**config.mk**
```make
export PLATFORM = sky130hd
export DESIGN_NAME = uart_register_model_top_flat
export DESIGN_NICKNAME = d
export VERILOG_FILES = /design/src/hdl/urm_pkg.sv /design/src/hdl/urm_stream_if.sv /design/src/hdl/uart_register_model_top.sv /design/src/flat_wrapper.sv
export VERILOG_INCLUDE_DIRS = /design/src /design/src/hdl
export SDC_FILE = /design/constraint.sdc
export NUM_CORES = 1
export LEC_CHECK = 0
export CAP_MARGIN = 25
export CORE_MARGIN = 2
export CORE_UTILIZATION = 40
export CTS_BUF_LIST = sky130_fd_sc_hd__clkbuf_4 sky130_fd_sc_hd__clkbuf_8
export DETAILED_ROUTE_END_ITERATION = 7
export DONT_BUFFER_PORTS = 1
export MAX_ROUTING_LAYER = met4
export PLACE_DENSITY = 0.61
export SYNTH_ARGS = -nofsm -noshare
export SYNTH_HDL_FRONTEND = slang
export SYNTH_SLANG_ARGS = --single-unit
```
**constraint.sdc**
```tcl
create_clock -name clk_i -period 2 [get_ports clk_i]
set_clock_uncertainty 0.1 [all_clocks]
set_input_delay 0.3 -clock clk_i [delete_from_list [all_inputs] [get_ports clk_i]]
set_output_delay 0.3 -clock clk_i [all_outputs]
set_load 0.02 [all_outputs]
```
**src/hdl/uart_register_model_top_defines.svh**
```systemverilog
// ----------------------------------------------------------------------------
// UART register model assertion macros
// Shared concurrent assertion shorthands, clocked on clk_i, off in reset.
// ----------------------------------------------------------------------------
`ifndef UART_REGISTER_MODEL_TOP_DEFINES_SVH
`define UART_REGISTER_MODEL_TOP_DEFINES_SVH

// same-cycle implication
`define URM_ASSERT_IMPL(name, ante, cons) \
  name: assert property (@(posedge clk_i) disable iff (!rst_ni) (ante) |-> (cons)) \
    else $error("urm assertion failed");

// next-cycle implication
`define URM_ASSERT_NEXT(name, ante, cons) \
  name: assert property (@(posedge clk_i) disable iff (!rst_ni) (ante) |=> (cons)) \
    else $error("urm assertion failed");

`endif

```
**src/hdl/urm_pkg.sv**
```systemverilog
// ----------------------------------------------------------------------------
// UART register model package
// Field widths, action and register codes, fixed readback values.
// ----------------------------------------------------------------------------
`default_nettype none

package urm_pkg;

  localparam int unsigned ActionW = 2;
  localparam int unsigned AddrW   = 3;
  localparam int unsigned ByteW   = 8;

  typedef enum logic [ActionW-1:0] {
    ACT_READ  = 2'd0,
    ACT_WRITE = 2'd1,
    ACT_RX    = 2'd2,
    ACT_POLL  = 2'd3
  } action_e;

  typedef enum logic [AddrW-1:0] {
    REG_RBR_THR = 3'd0,
    REG_IER     = 3'd1,
    REG_IIR_FCR = 3'd2,
    REG_LCR     = 3'd3,
    REG_MCR     = 3'd4,
    REG_LSR     = 3'd5,
    REG_MSR     = 3'd6,
    REG_SCR     = 3'd7
  } reg_addr_e;

  localparam logic [ByteW-1:0] MsrFixed = 8'hb0;
  localparam logic [ByteW-1:0] McrFixed = 8'h08;
  localparam logic [ByteW-1:0] IirNone  = 8'h01;
  localparam logic [ByteW-1:0] IirTx    = 8'h02;
  localparam logic [ByteW-1:0] IirRx    = 8'h04;

  // bit positions
  localparam int unsigned LcrDlabBit  = 7;
  localparam int unsigned FcrRxClrBit = 1;
  localparam int unsigned FcrTxClrBit = 2;
  localparam int unsigned FcrDmaBit   = 3;

  typedef struct packed {
    logic [ActionW-1:0] action;
    logic [AddrW-1:0]   reg_address;
    logic [ByteW-1:0]   write_byte;
    logic [ByteW-1:0]   rx_byte;
  } in_word_t;

  typedef struct packed {
    logic [ByteW-1:0] read_byte;
    logic             irq_line;
    logic             tx_valid;
    logic [ByteW-1:0] tx_byte;
    logic             access_error;
  } out_word_t;

endpackage

`default_nettype wire

```
**src/hdl/urm_stream_if.sv**
```systemverilog
// ----------------------------------------------------------------------------
// UART register model channels
// Valid/ready channels for the action word and the result word.
// ----------------------------------------------------------------------------
`default_nettype none

interface urm_in_if;
  logic                      valid;
  logic                      ready;
  logic [urm_pkg::ActionW-1:0] action;
  logic [urm_pkg::AddrW-1:0]   reg_address;
  logic [urm_pkg::ByteW-1:0]   write_byte;
  logic [urm_pkg::ByteW-1:0]   rx_byte;

  modport source (output valid, action, reg_address, write_byte, rx_byte, input ready);
  modport sink   (input valid, action, reg_address, write_byte, rx_byte, output ready);
endinterface

interface urm_out_if;
  logic                      valid;
  logic                      ready;
  logic [urm_pkg::ByteW-1:0] read_byte;
  logic                      irq_line;
  logic                      tx_valid;
  logic [urm_pkg::ByteW-1:0] tx_byte;
  logic                      access_error;

  modport source (output valid, read_byte, irq_line, tx_valid, tx_byte, access_error,
                  input ready);
  modport sink   (input valid, read_byte, irq_line, tx_valid, tx_byte, access_error,
                  output ready);
endinterface

`default_nettype wire

```
**src/hdl/uart_register_model_top.sv**
```systemverilog
// ----------------------------------------------------------------------------
// UART register model top
// 16550-style register block: bus read/write, host receive, poll tick.
// ----------------------------------------------------------------------------
//   channel | dir | word
//   --------+-----+---------------------------------------------------
//   in_i    | in  | action, reg_address, write_byte, rx_byte
//   out_o   | out | read_byte, irq_line, tx_valid, tx_byte, access_error
//
// One word per cycle while the result is not stalled; the path is the input
// register, then the register update and result register in one step.
// State is updated only when a word moves from the input register into the
// result register, so words act in arrival order.
// A stalled result holds; the input register still takes one more word.
// Reset clears all UART state and both valid flags.
`default_nettype none

`include "uart_register_model_top_defines.svh"

module uart_register_model_top (
  input  wire logic clk_i,
  input  wire logic rst_ni,
  urm_in_if.sink    in_i,
  urm_out_if.source out_o
);
  import urm_pkg::*;

  // input stage
  logic     in_valid_q;
  in_word_t in_q;
  logic     advance;
  logic     out_valid_q;
  out_word_t out_q, out_d;

  assign advance    = in_valid_q && (!out_valid_q || out_o.ready);
  assign in_i.ready = !in_valid_q || advance;

  always_ff @(posedge clk_i or negedge rst_ni) begin
    if (!rst_ni) begin
      in_valid_q <= 1'b0;
    end else if (in_i.ready) begin
      in_valid_q <= in_i.valid;
    end
  end

  always_ff @(posedge clk_i) begin
    if (in_i.ready && in_i.valid) begin
      in_q <= '{action: in_i.action, reg_address: in_i.reg_address,
                write_byte: in_i.write_byte, rx_byte: in_i.rx_byte};
    end
  end

  // UART state
  logic [ByteW-1:0] tx_hold_q, tx_hold_d;
  logic             tx_full_q, tx_full_d;
  logic [ByteW-1:0] rx_hold_q, rx_hold_d;
  logic             rx_full_q, rx_full_d;
  logic             rx_ien_q, rx_ien_d;
  logic             tx_ien_q, tx_ien_d;
  logic             tx_acked_q, tx_acked_d;
  logic [ByteW-1:0] lcr_q, lcr_d;
  logic [ByteW-1:0] mcr_q, mcr_d;
  logic [ByteW-1:0] scr_q, scr_d;

  action_e          act;
  reg_addr_e        addr;
  logic             dlab;
  logic [ByteW-1:0] wb;

  assign act  = action_e'(in_q.action);
  assign addr = reg_addr_e'(in_q.reg_address);
  assign dlab = lcr_q[LcrDlabBit];
  assign wb   = in_q.write_byte;

  always_comb begin
    tx_hold_d  = tx_hold_q;
    tx_full_d  = tx_full_q;
    rx_hold_d  = rx_hold_q;
    rx_full_d  = rx_full_q;
    rx_ien_d   = rx_ien_q;
    tx_ien_d   = tx_ien_q;
    tx_acked_d = tx_acked_q;
    lcr_d      = lcr_q;
    mcr_d      = mcr_q;
    scr_d      = scr_q;
    out_d      = '0;

    unique case (act)
      ACT_READ: begin
        unique case (addr)
          REG_RBR_THR: begin
            if (!dlab) begin
              out_d.read_byte = rx_hold_q;
              rx_full_d       = 1'b0;
            end
          end
          REG_IER: begin
            if (!dlab) begin
              out_d.read_byte = {6'b0, tx_ien_q, rx_ien_q};
            end
          end
          REG_IIR_FCR: begin
            if (rx_ien_q && rx_full_q) begin
              out_d.read_byte = IirRx;
            end else if (tx_ien_q && !tx_full_q && !tx_acked_q) begin
              // reading the TX-empty source acknowledges it
              out_d.read_byte = IirTx;
              tx_acked_d      = 1'b1;
            end else begin
              out_d.read_byte = IirNone;
            end
          end
          REG_LCR: out_d.read_byte = lcr_q;
          REG_MCR: out_d.read_byte = McrFixed;
          REG_LSR: out_d.read_byte = {1'b0, !tx_full_q, !tx_full_q, 4'b0, rx_full_q};
          REG_MSR: out_d.read_byte = MsrFixed;
          REG_SCR: out_d.read_byte = scr_q;
          default: out_d.read_byte = '0;
        endcase
      end
      ACT_WRITE: begin
        unique case (addr)
          REG_RBR_THR: begin
            if (!dlab) begin
              tx_hold_d  = wb;
              tx_full_d  = 1'b1;
              tx_acked_d = 1'b0;
            end
          end
          REG_IER: begin
            if (!dlab) begin
              rx_ien_d = wb[0];
              tx_ien_d = wb[1];
            end
          end
          REG_IIR_FCR: begin
            if (wb[FcrDmaBit]) begin
              out_d.access_error = 1'b1;
            end else begin
              if (wb[FcrRxClrBit]) rx_full_d = 1'b0;
              if (wb[FcrTxClrBit]) tx_full_d = 1'b0;
            end
          end
          REG_LCR: lcr_d = wb;
          REG_MCR: mcr_d = wb;
          REG_SCR: scr_d = wb;
          REG_LSR, REG_MSR: out_d.access_error = 1'b1;
          default: out_d.access_error = 1'b1;
        endcase
      end
      ACT_RX: begin
        rx_hold_d = in_q.rx_byte;
        rx_full_d = 1'b1;
      end
      ACT_POLL: begin
        if (tx_full_q) begin
          out_d.tx_valid = 1'b1;
          out_d.tx_byte  = tx_hold_q;
          tx_full_d      = 1'b0;
        end
        // after a drain tx_full is always clear
        out_d.irq_line = (rx_ien_q && rx_full_q) || (tx_ien_q && !tx_acked_q);
      end
      default: out_d = '0;
    endcase
  end

  always_ff @(posedge clk_i or negedge rst_ni) begin
    if (!rst_ni) begin
      tx_hold_q  <= '0;
      tx_full_q  <= 1'b0;
      rx_hold_q  <= '0;
      rx_full_q  <= 1'b0;
      rx_ien_q   <= 1'b0;
      tx_ien_q   <= 1'b0;
      tx_acked_q <= 1'b0;
      lcr_q      <= '0;
      mcr_q      <= '0;
      scr_q      <= '0;
    end else if (advance) begin
      tx_hold_q  <= tx_hold_d;
      tx_full_q  <= tx_full_d;
      rx_hold_q  <= rx_hold_d;
      rx_full_q  <= rx_full_d;
      rx_ien_q   <= rx_ien_d;
      tx_ien_q   <= tx_ien_d;
      tx_acked_q <= tx_acked_d;
      lcr_q      <= lcr_d;
      mcr_q      <= mcr_d;
      scr_q      <= scr_d;
    end
  end

  // result register
  always_ff @(posedge clk_i or negedge rst_ni) begin
    if (!rst_ni) begin
      out_valid_q <= 1'b0;
    end else if (advance) begin
      out_valid_q <= 1'b1;
    end else if (out_o.ready) begin
      out_valid_q <= 1'b0;
    end
  end

  always_ff @(posedge clk_i) begin
    if (advance) begin
      out_q <= out_d;
    end
  end

  assign out_o.valid        = out_valid_q;
  assign out_o.read_byte    = out_q.read_byte;
  assign out_o.irq_line     = out_q.irq_line;
  assign out_o.tx_valid     = out_q.tx_valid;
  assign out_o.tx_byte      = out_q.tx_byte;
  assign out_o.access_error = out_q.access_error;

  // the unused MCR value is kept for completeness of the register set
  logic mcr_unused;
  assign mcr_unused = ^mcr_q;

  `URM_ASSERT_NEXT(a_poll_drains, advance && act == ACT_POLL, !tx_full_q)
  `URM_ASSERT_NEXT(a_in_holds, in_valid_q && !advance, in_valid_q && $stable(in_q))
  `URM_ASSERT_NEXT(a_iir_tx_acks,
                   advance && act == ACT_READ && addr == REG_IIR_FCR &&
                   out_d.read_byte == IirTx,
                   tx_acked_q)
  `URM_ASSERT_IMPL(a_tx_only_on_poll, out_valid_q && out_q.tx_valid,
                   out_q.read_byte == '0 && !out_q.access_error)

endmodule

`default_nettype wire
```
**src/flat_wrapper.sv**
```systemverilog
// flat-port wrapper written by rule: the top's interface ports become plain ports
module uart_register_model_top_flat import urm_pkg::*;
  (clk_i, rst_ni, in_i_valid, in_i_action, in_i_reg_address, in_i_write_byte, in_i_rx_byte, in_i_ready, out_o_valid, out_o_read_byte, out_o_irq_line, out_o_tx_valid, out_o_tx_byte, out_o_access_error, out_o_ready);
  urm_in_if in_i_i ();
  urm_out_if out_o_i ();
  input  wire logic clk_i;
  input  wire logic rst_ni;
  input wire logic [$bits(in_i_i.valid)-1:0] in_i_valid;
  input wire logic [$bits(in_i_i.action)-1:0] in_i_action;
  input wire logic [$bits(in_i_i.reg_address)-1:0] in_i_reg_address;
  input wire logic [$bits(in_i_i.write_byte)-1:0] in_i_write_byte;
  input wire logic [$bits(in_i_i.rx_byte)-1:0] in_i_rx_byte;
  output wire logic [$bits(in_i_i.ready)-1:0] in_i_ready;
  output wire logic [$bits(out_o_i.valid)-1:0] out_o_valid;
  output wire logic [$bits(out_o_i.read_byte)-1:0] out_o_read_byte;
  output wire logic [$bits(out_o_i.irq_line)-1:0] out_o_irq_line;
  output wire logic [$bits(out_o_i.tx_valid)-1:0] out_o_tx_valid;
  output wire logic [$bits(out_o_i.tx_byte)-1:0] out_o_tx_byte;
  output wire logic [$bits(out_o_i.access_error)-1:0] out_o_access_error;
  input wire logic [$bits(out_o_i.ready)-1:0] out_o_ready;
  assign in_i_i.valid = in_i_valid;
  assign in_i_i.action = in_i_action;
  assign in_i_i.reg_address = in_i_reg_address;
  assign in_i_i.write_byte = in_i_write_byte;
  assign in_i_i.rx_byte = in_i_rx_byte;
  assign in_i_ready = in_i_i.ready;
  assign out_o_valid = out_o_i.valid;
  assign out_o_read_byte = out_o_i.read_byte;
  assign out_o_irq_line = out_o_i.irq_line;
  assign out_o_tx_valid = out_o_i.tx_valid;
  assign out_o_tx_byte = out_o_i.tx_byte;
  assign out_o_access_error = out_o_i.access_error;
  assign out_o_i.ready = out_o_ready;
  uart_register_model_top u_core (.clk_i(clk_i), .rst_ni(rst_ni), .in_i(in_i_i), .out_o(out_o_i));
endmodule
```
* After elaboration in Yosys (flattened, before gate mapping)
Index checks and enable logic that the tools add are counted.
** Word-level totals
- Input bits :: 25
- Bits in registers :: 79
- Output and inout port bits :: 21
- Word-level logic and storage cells :: 99
** Cells by class
- Muxes and demuxes :: 25
- Eq/ne operators :: 24
- Bitwise logic cells :: 1
- Reduce and logical (&&, ||, !) cells :: 29
** Operator list (number)
- $pmux W8 S8 :: 1
- $mux W1 :: 14
- $reduce_and A7 Y1 :: 2
- $eq A3 B3 Y1 const B :: 4
- $ne A2 B2 Y1 const B :: 6
- $mux W9 :: 1
- $ne A3 B3 Y1 const B :: 3
- $mux W8 :: 1
- $ne A2 B1 Y1 const B :: 4
- $pmux W1 S2 :: 4
- $reduce_and A4 Y1 :: 2
- $eq A3 B2 Y1 const B :: 2
- $logic_and A1 B1 Y1 :: 6
- $reduce_and A3 Y1 :: 2
- $reduce_and A6 Y1 :: 1
- $reduce_bool A2 Y1 :: 3
- $eq A2 B2 Y1 const B :: 2
- $logic_not A1 Y1 :: 4
- $mux W2 :: 2
- $reduce_and A2 Y1 :: 2
- $eq A3 B1 Y1 const B :: 1
- $logic_not A3 Y1 :: 1
- $logic_or A1 B1 Y1 :: 3
- $mux W3 :: 1
- 7 further kinds :: 7

* Depth between registers and ports, before layout
Gate-level depths: netlist of run 1.
- Word-level depth :: 7
- Depth in mapped cells :: 6
- Depth with buffers taken out :: 5

* Worst setup path before layout of run 1
Ideal clock, no wire load.
- Path type :: register to register
- From :: register u_core.out_valid_q (netlist: u_core.out_o.valid)
- To :: register u_core.rx_hold_q[0]
- Cell stages (with the launch flop) :: 6
- Path slack :: 0.145 ns
- Required time :: 1.775 ns
- Arrival time :: 1.630 ns
- Path through :: dfrtp_1 -> nand2b_1 -> nand2_1 -> inv_2 -> nand3_1 -> mux2_2
** Between the ends
- Word-level cells in the longest chain between the ends :: 4
** RTL lines
- start, declared :: line uart_register_model_top.sv:32 : logic out_valid_q;
- start signal, assigned :: line uart_register_model_top.sv:197 : out_valid_q <= 1'b0;
- start signal, assigned :: line uart_register_model_top.sv:199 : out_valid_q <= 1'b1;
- start signal, assigned :: line uart_register_model_top.sv:201 : out_valid_q <= 1'b0;
- $logic_not A1 Y1 :: line uart_register_model_top.sv:35 : assign advance = in_valid_q && (!out_valid_q || out_o.ready);
- $logic_or A1 B1 Y1 :: line uart_register_model_top.sv:35
- $logic_and A1 B1 Y1 :: line uart_register_model_top.sv:35
- net u_core.advance :: line uart_register_model_top.sv:31 : logic advance;
- $reduce_and A2 Y1 (no source line)
- end signal, assigned :: line uart_register_model_top.sv:183 : rx_hold_q <= rx_hold_d;
- end, declared :: line uart_register_model_top.sv:56 : logic [ByteW-1:0] rx_hold_q, rx_hold_d;
The timed path passes the listed nets, and every way through them passes these cells.
A chain may end at the register's enable or synchronous reset.

* Final worst setup path of run 1
- From :: register u_core.out_valid_q (netlist: u_core.out_o.valid)
- To :: register u_core.rx_hold_q[2]
Same word-level chain as after synthesis.

==> results of run 1 <==
==> report_power, final <==
part	leakage, nW	total, mW	switching (mW)	internal [mW]
Sequential	0.884	2.15	0.189	1.96
Clock	0.104	1.20	0.552	0.651
Combinational	0.563	0.464	0.206	0.258
Total	1.55	3.82	0.947	2.87
==> per-stage QoR <==
| stage | hold WS (ns) | instance area (µm²) | total power, mW | std cells |
|---|---|---|---|---|
| after floorplan | -0.0956 | 3230 | 2.45 | 216 |
| after global placement | -0.0940 | 3400 | 2.57 | 321 |
| after detailed placement | -0.0941 | 3400 | 2.59 | 321 |
| after CTS | 0.0440 | 3850 | 3.84 | 361 |
| after global routing | 0.0374 | 3900 | 4.01 | 365 |
| final | 0.0622 | 3900 | 3.82 | 365 |
==> sequential cells by signal, summed over array words and instances (netlist names), 2 cells and up <==
name	flops
u_core.wb	8
u_core.tx_hold_q	8
u_core.rx_hold_q	8
u_core.out_o.tx_byte	8
u_core.out_o.read_byte	8
u_core.scr_q	8
u_core.in_q	8
u_core.lcr_q	8
u_core.addr	3
u_core.act	2
==> worst paths after layout <==
path / startpoint / to
worst max-delay path: u_core.out_o.valid / u_core.rx_hold_q[2]
min in group asynchronous: rst_ni / u_core.tx_hold_q[3]
worst min-delay path: out_o_ready / u_core.out_o.valid
max in group asynchronous: rst_ni / u_core.rx_full_q
worst min register to register: u_core.in_q[1] / u_core.rx_hold_q[1]
worst max register to register: u_core.out_o.valid / u_core.rx_hold_q[2]
==> cell families (layout without fill, tap and decap cells) <==
logic type / Yosys count / in the layout / synth area share
DFF: 79 / 79 / 0.674
and+or+nand+nor: 60 / 60 / 0.117
muxes: 37 / 37 / 0.129
AOI/OAI and AO/OA: 28 / 28 / 0.0604
buffers and inverters: 11 / 58 / 0.0170
xor gates and xnor gates: 1 / 1 / 0.00271
==> worst max-delay path, delay by kind of cell (launching register included) <==
kind | cells | cell delay [ns]
and+or+nand+nor | 3 | 0.50
buffers and inverters | 1 | 0.28
muxes | 1 | 0.35
DFF | 1 | 0.47
==> cells in the mapped netlist, types with 2 or more instances <==
| master | count | area, µm² |
|---|---|---|
| nor3_1 | 4 | 20.0 |
| buf_2 | 2 | 10.0 |
| a21o_1 | 2 | 15.0 |
| nor2_1 | 4 | 15.0 |
| inv_1 | 2 | 7.51 |
| and2_1 | 11 | 68.8 |
| nand4_2 | 2 | 25.0 |
| mux2_2 | 37 | 417 |
| o21ai_0 | 2 | 10.0 |
| nand3b_1 | 4 | 30.0 |
| nand3_1 | 5 | 25.0 |
| o211ai_1 | 3 | 22.5 |
| dfrtp_1 | 39 | 976 |
| nand2_1 | 15 | 56.3 |
| a22o_1 | 3 | 26.3 |
| nand2b_1 | 5 | 31.3 |
| clkbuf_1 | 4 | 15.0 |
| a21oi_1 | 7 | 35.0 |
| a31oi_1 | 4 | 25.0 |
| edfxtp_1 | 40 | 1200 |
==> cell usage in the layout, fill, tap and decap left out, types with 2 or more instances in the layout <==
master         instances
edfxtp_1              40
dfrtp_1               39
mux2_2                37
dlygate4sd3_1         23
nand2_1               15
buf_4                 15
and2_1                11
clkbuf_8              10
a21oi_1                7
nand2b_1               5
nand3b_1               4
nor2_1                 4
nand3_1                4
nor3_1                 4
a31oi_1                4
a22o_1                 3
o211ai_1               3
clkbuf_4               3
o21ai_0                2
a21o_1                 2
inv_1                  2
nand4_4                2
==> metal layers <==
metal  share of wire  up-vias  GRT usage  wire length (µm)
met5               0        -          -                 0
met4           0.017        0     0.0688               108
met3           0.028       10     0.0337               178
met2            0.50       40      0.247              3120
met1            0.46      942      0.211              2890
li1                -      886          -                 -
==> area by class of cell <==
cell class                 count  area, µm²
multi-input combinational    126       1020
tap                          102        128
fill                         673       3860
sequential                    79       2180
clock inverter                 3       42.5
timing repair buffer          39        363
clock buffer                  13        160
inverter                       3       11.3
==> repair_timing <==
item,4_1_cts,5_1_grt
endpoints found under the hold margin,61,0
gates resized for setup,0,3
hold buffers,24,0
endpoints found under the setup margin,0,26
setup buffers,0,4
==> flow_summary_export.csv, run 1 <==
group,metric,value,unit
clocking,cts_root_buf,"clkbuf_8",
clocking,clk_path_buf_depth,2,
floorplanning,die_y,93.9,µm
drt,ant_nets,0,
drt,route.detailed.drc,0,
power_and_ir_drop,vdd_drop_max,0.000395,V
synth,async_flop_share,0.494,
clocking,cts.sinks,79,
synth,synth_edf_count,40,
critical_path,worst-setup-path-type,"flop to flop",
clocking,htreeDepth,3,
floorplanning,die_x,93.9,µm
clocking,cts_buffers,9,
drt,wl,6.29,mm
critical_path,cp_cell_sequence,"nand2b_1, nand2_1, inv_2, nand3_2, mux2_2",
sta,setup_ws,0.180,ns
grt,grt_pass1_wl,10.2,mm
critical_path,ff2ff_path_depth,5,
critical_path,critPathSlowestCell,"dfrtp_1",
sta,hold_viol_final,0,
cells_and_area,final_core_util,0.503,
min_path,whs_path_depth,2,
sta,clock.fmax,0.549,GHz
sta,slew_headroom,0.721,
drt,routedWlPerCell,17.2,µm
clocking,cts_tree,"done",
clocking,clkTransAtPathRegs,0.07,ns
critical_path,endpoint_kind,"flop",
critical_path,crit_arrival,1.96,ns
outcome,status,"finished, final reports clean",
synth,syn_nets,241,
min_path,holdCritPathClass,"input pin to flop",
sta,post-route-period-util,0.910,
synth,yosys_warnings,0,
grt,grt_pass1_vias,1899,
cells_and_area,syn_to_final_growth,20.8,%
power_and_ir_drop,p_per_area,978,nW/µm²
synth,synth_area,3230,µm²
drt,dr.pass1.iters,4,
placement,hpwl,4.20,mm
grt,grt-ovfl-total,0,
synth,seq_area_frac_synth,0.674,
synth,synth-seq-cells,79,
floorplanning,rows,32,
critical_path,slowest_delay,0.47,ns
grt,grtUsageTotal,0.162,
sta,period_minus_slack,1.82,ns
clocking,clk_latency,0.35,ns
run,drv_cap,0,
grt,grt_max_degree,40,
cells_and_area,layout.nets,283,
critical_path,required,2.14,ns
floorplanning,die-area,8810,µm²
drt,via_per_inst,5.15,
sta,drv_slew,0,
sta,worstMarginPinSlew,0.418,ns
placement,gp_congestion,0.840,
power_and_ir_drop,p_leak,1.55,nW
synth,yosys_most_used_dff,"edfxtp_1",
floorplanning,core,7770,µm²
cells_and_area,insertedDiodeCount,0,
synth,synthCells,216,
synth,yosysUniqueCellTypes,41,
floorplanning,start_util,0.416,
critical_path,r2r_slack,0.18,ns
cells_and_area,drive_above_1_share,0.304,
synth,avgSynthCellArea,15.0,µm²
floorplanning,pin_count,46,
critical_path,cp_max_fo,13,
critical_path,critPathLaunchType,"flop",
placement,place_ws,0.0529,ns
sta,setup_viol,0,
drt,drt_iter0_markers,135,
drt,vias,1878,
placement,portBuffers,0,
grt,grt_antenna_before_repair,0,
sta,fin_setup_tns,0,ns
(Power assumes the default switching activity.)
==> run 2: changes to the inputs <==
--- a/config.mk
+++ b/config.mk
@@ -7,6 +7,7 @@
 export NUM_CORES = 1
 export LEC_CHECK = 0
 export CAP_MARGIN = 25
+export CORE_ASPECT_RATIO = 2
 export CORE_MARGIN = 2
 export CORE_UTILIZATION = 40
 export CTS_BUF_LIST = sky130_fd_sc_hd__clkbuf_4 sky130_fd_sc_hd__clkbuf_8
==> flow_summary_export.csv, run 2 (same netlist as run 1, synthesis figures left out) <==
group,metric,value,unit
outcome,status,"finished, final reports clean",
grt,grt_max_degree,40,
drt,ant_nets,0,
clocking,cts_buffers,9,
drt,wl,6.41,mm
clocking,clk_path_buf_depth,2,
cells_and_area,fill_cells,670,
sta,clock.fmax,0.518,GHz
critical_path,endpoint_kind,"flop",
power_and_ir_drop,p_leak,1.54,nW
critical_path,cp_max_fo,5,
grt,grt-ovfl-total,0,
clocking,cts.sinks,79,
sta,post-route-period-util,0.965,
power_and_ir_drop,p_per_area,943,nW/µm²
sta,setup_viol,0,
run,drv_cap,0,
grt,grt_pass1_wl,10.6,mm
min_path,holdCritPathClass,"input pin to flop",
clocking,cts_root_buf,"clkbuf_8",
clocking,htreeDepth,3,
placement,dp.cells,316,
sta,worstMarginPinSlew,0.442,ns
cells_and_area,layout.nets,283,
critical_path,cp_cell_sequence,"buf_4, nor3_1, nand4_1, mux2_2",
sta,hold_ws,0.0588,ns
cells_and_area,syn_to_final_growth,18.9,%
cells_and_area,final_common_cell,"edfxtp_1",
cells_and_area,final_cell_mix,"edfxtp_1, dfrtp_1, mux2_2, dlygate4sd3_1",
clocking,clkTransAtPathRegs,0.07,ns
sta,hold_viol_final,0,
clocking,clk_latency,0.35,ns
floorplanning,pin_count,46,
floorplanning,die-area,8860,µm²
clocking,cts_tree,"done",
power_and_ir_drop,power,3.62,mW
sta,drv_slew,0,
floorplanning,die_y,131,µm
drt,dr.pass1.iters,4,
floorplanning,rows,46,
critical_path,critPathSlowestCell,"edfxtp_1",
critical_path,worst-setup-path-type,"flop to flop",
floorplanning,core,7890,µm²
grt,grt_antenna_before_repair,0,
cells_and_area,fin_cells,358,
drt,routedWlPerCell,17.9,µm
cells_and_area,insertedDiodeCount,0,
placement,gp_congestion,0.909,
floorplanning,die_x,67.6,µm
drt,via_per_inst,5.35,
cells_and_area,drive_above_1_share,0.298,
drt,route.detailed.drc,0,
sta,fin_setup_tns,0,ns
critical_path,slowest_delay,0.53,ns
grt,grt_pass1_vias,1960,
placement,portBuffers,0,
critical_path,critPathLaunchType,"flop",
drt,drt_iter0_markers,87,
floorplanning,start_util,0.410,
placement,hpwl,4.45,mm
drt,vias,1915,
sta,slew_headroom,0.703,
power_and_ir_drop,vdd_drop_max,0.000529,V
grt,grtUsageTotal,0.170,
sta,rsz0062_at_grt,"no",
critical_path,required,2.14,ns
sta,period_minus_slack,1.93,ns
critical_path,crit_arrival,2.07,ns
-- run 2: cell types whose count changed in the layout (fill, tap and decap cells not counted), sizes merged --
cell      previous run  this run
clkinv               1         5
clkbuf              13        10
bufinv               1         0
clkinvlp             1         0
-- run 2: final timing paths --
check                                      end  cells after the start      startpoint  slack, ns
min reg2reg                u_core.rx_hold_q[3]                      1  u_core.in_q[3]       0.37
max                            u_core.tx_ien_q                      4  u_core.addr[2]       0.07
min                         u_core.out_o.valid                      2     out_o_ready       0.06
min in group asynchronous     u_core.tx_full_q                      2          rst_ni       0.35
max in group asynchronous   u_core.out_o.valid                      2          rst_ni       1.25
max reg2reg                    u_core.tx_ien_q                      4  u_core.addr[2]       0.07
-- run 2: worst max-delay path: cells and delay by family, from the launching register on --
kind,cells,cell delay (ns)
buffers and inverters,1,0.22
DFF,1,0.53
and+or+nand+nor,2,0.65
muxes,1,0.32
-- run 2: power breakdown --
| group | switching [mW] | internal, mW |
|---|---|---|
| Combinational | 0.209 | 0.256 |
| Sequential | 0.191 | 1.96 |
| Clock | 0.542 | 0.466 |
-- run 2: timing repair --
item | in CTS | in global routing
endpoints found under the hold margin | 61 | 0
setup buffers | 0 | 3
endpoints found under the setup margin | 0 | 18
gates resized for setup | 0 | 1
hold buffers | 24 | 0
-- run 2: through the flow --
step | cell area, µm² | setup slack, ns | utilization
global placement | 3400 | 0.0286 | 0.431
global route | 3840 | 0.0173 | 0.487
finish | 3840 | 0.0704 | 0.487
CTS | 3810 | 0.0536 | 0.483
floorplan | 3230 | 0.145 | -
detailed placement | 3400 | 0.0636 | 0.431
-- run 2: final cells by class --
type	count	area [µm²]	share of cell area
clock buffers	10	138	0.0358
clock inverters	5	25.0	0.00651
inverters	3	11.3	0.00293
multi-input cells	126	1010	0.262
flip-flops and latches	79	2180	0.567
well taps	96	120	0.0313
repair buffers	39	363	0.0944
-- run 2: routing by layer --
layer / GRT usage / part of all wire / up-vias
li1: - / - / 883
met1: 0.202 / 0.39 / 957
met2: 0.256 / 0.53 / 62
met3: 0.0402 / 0.039 / 13
met4: 0.101 / 0.037 / 0
met5: - / 0 / -
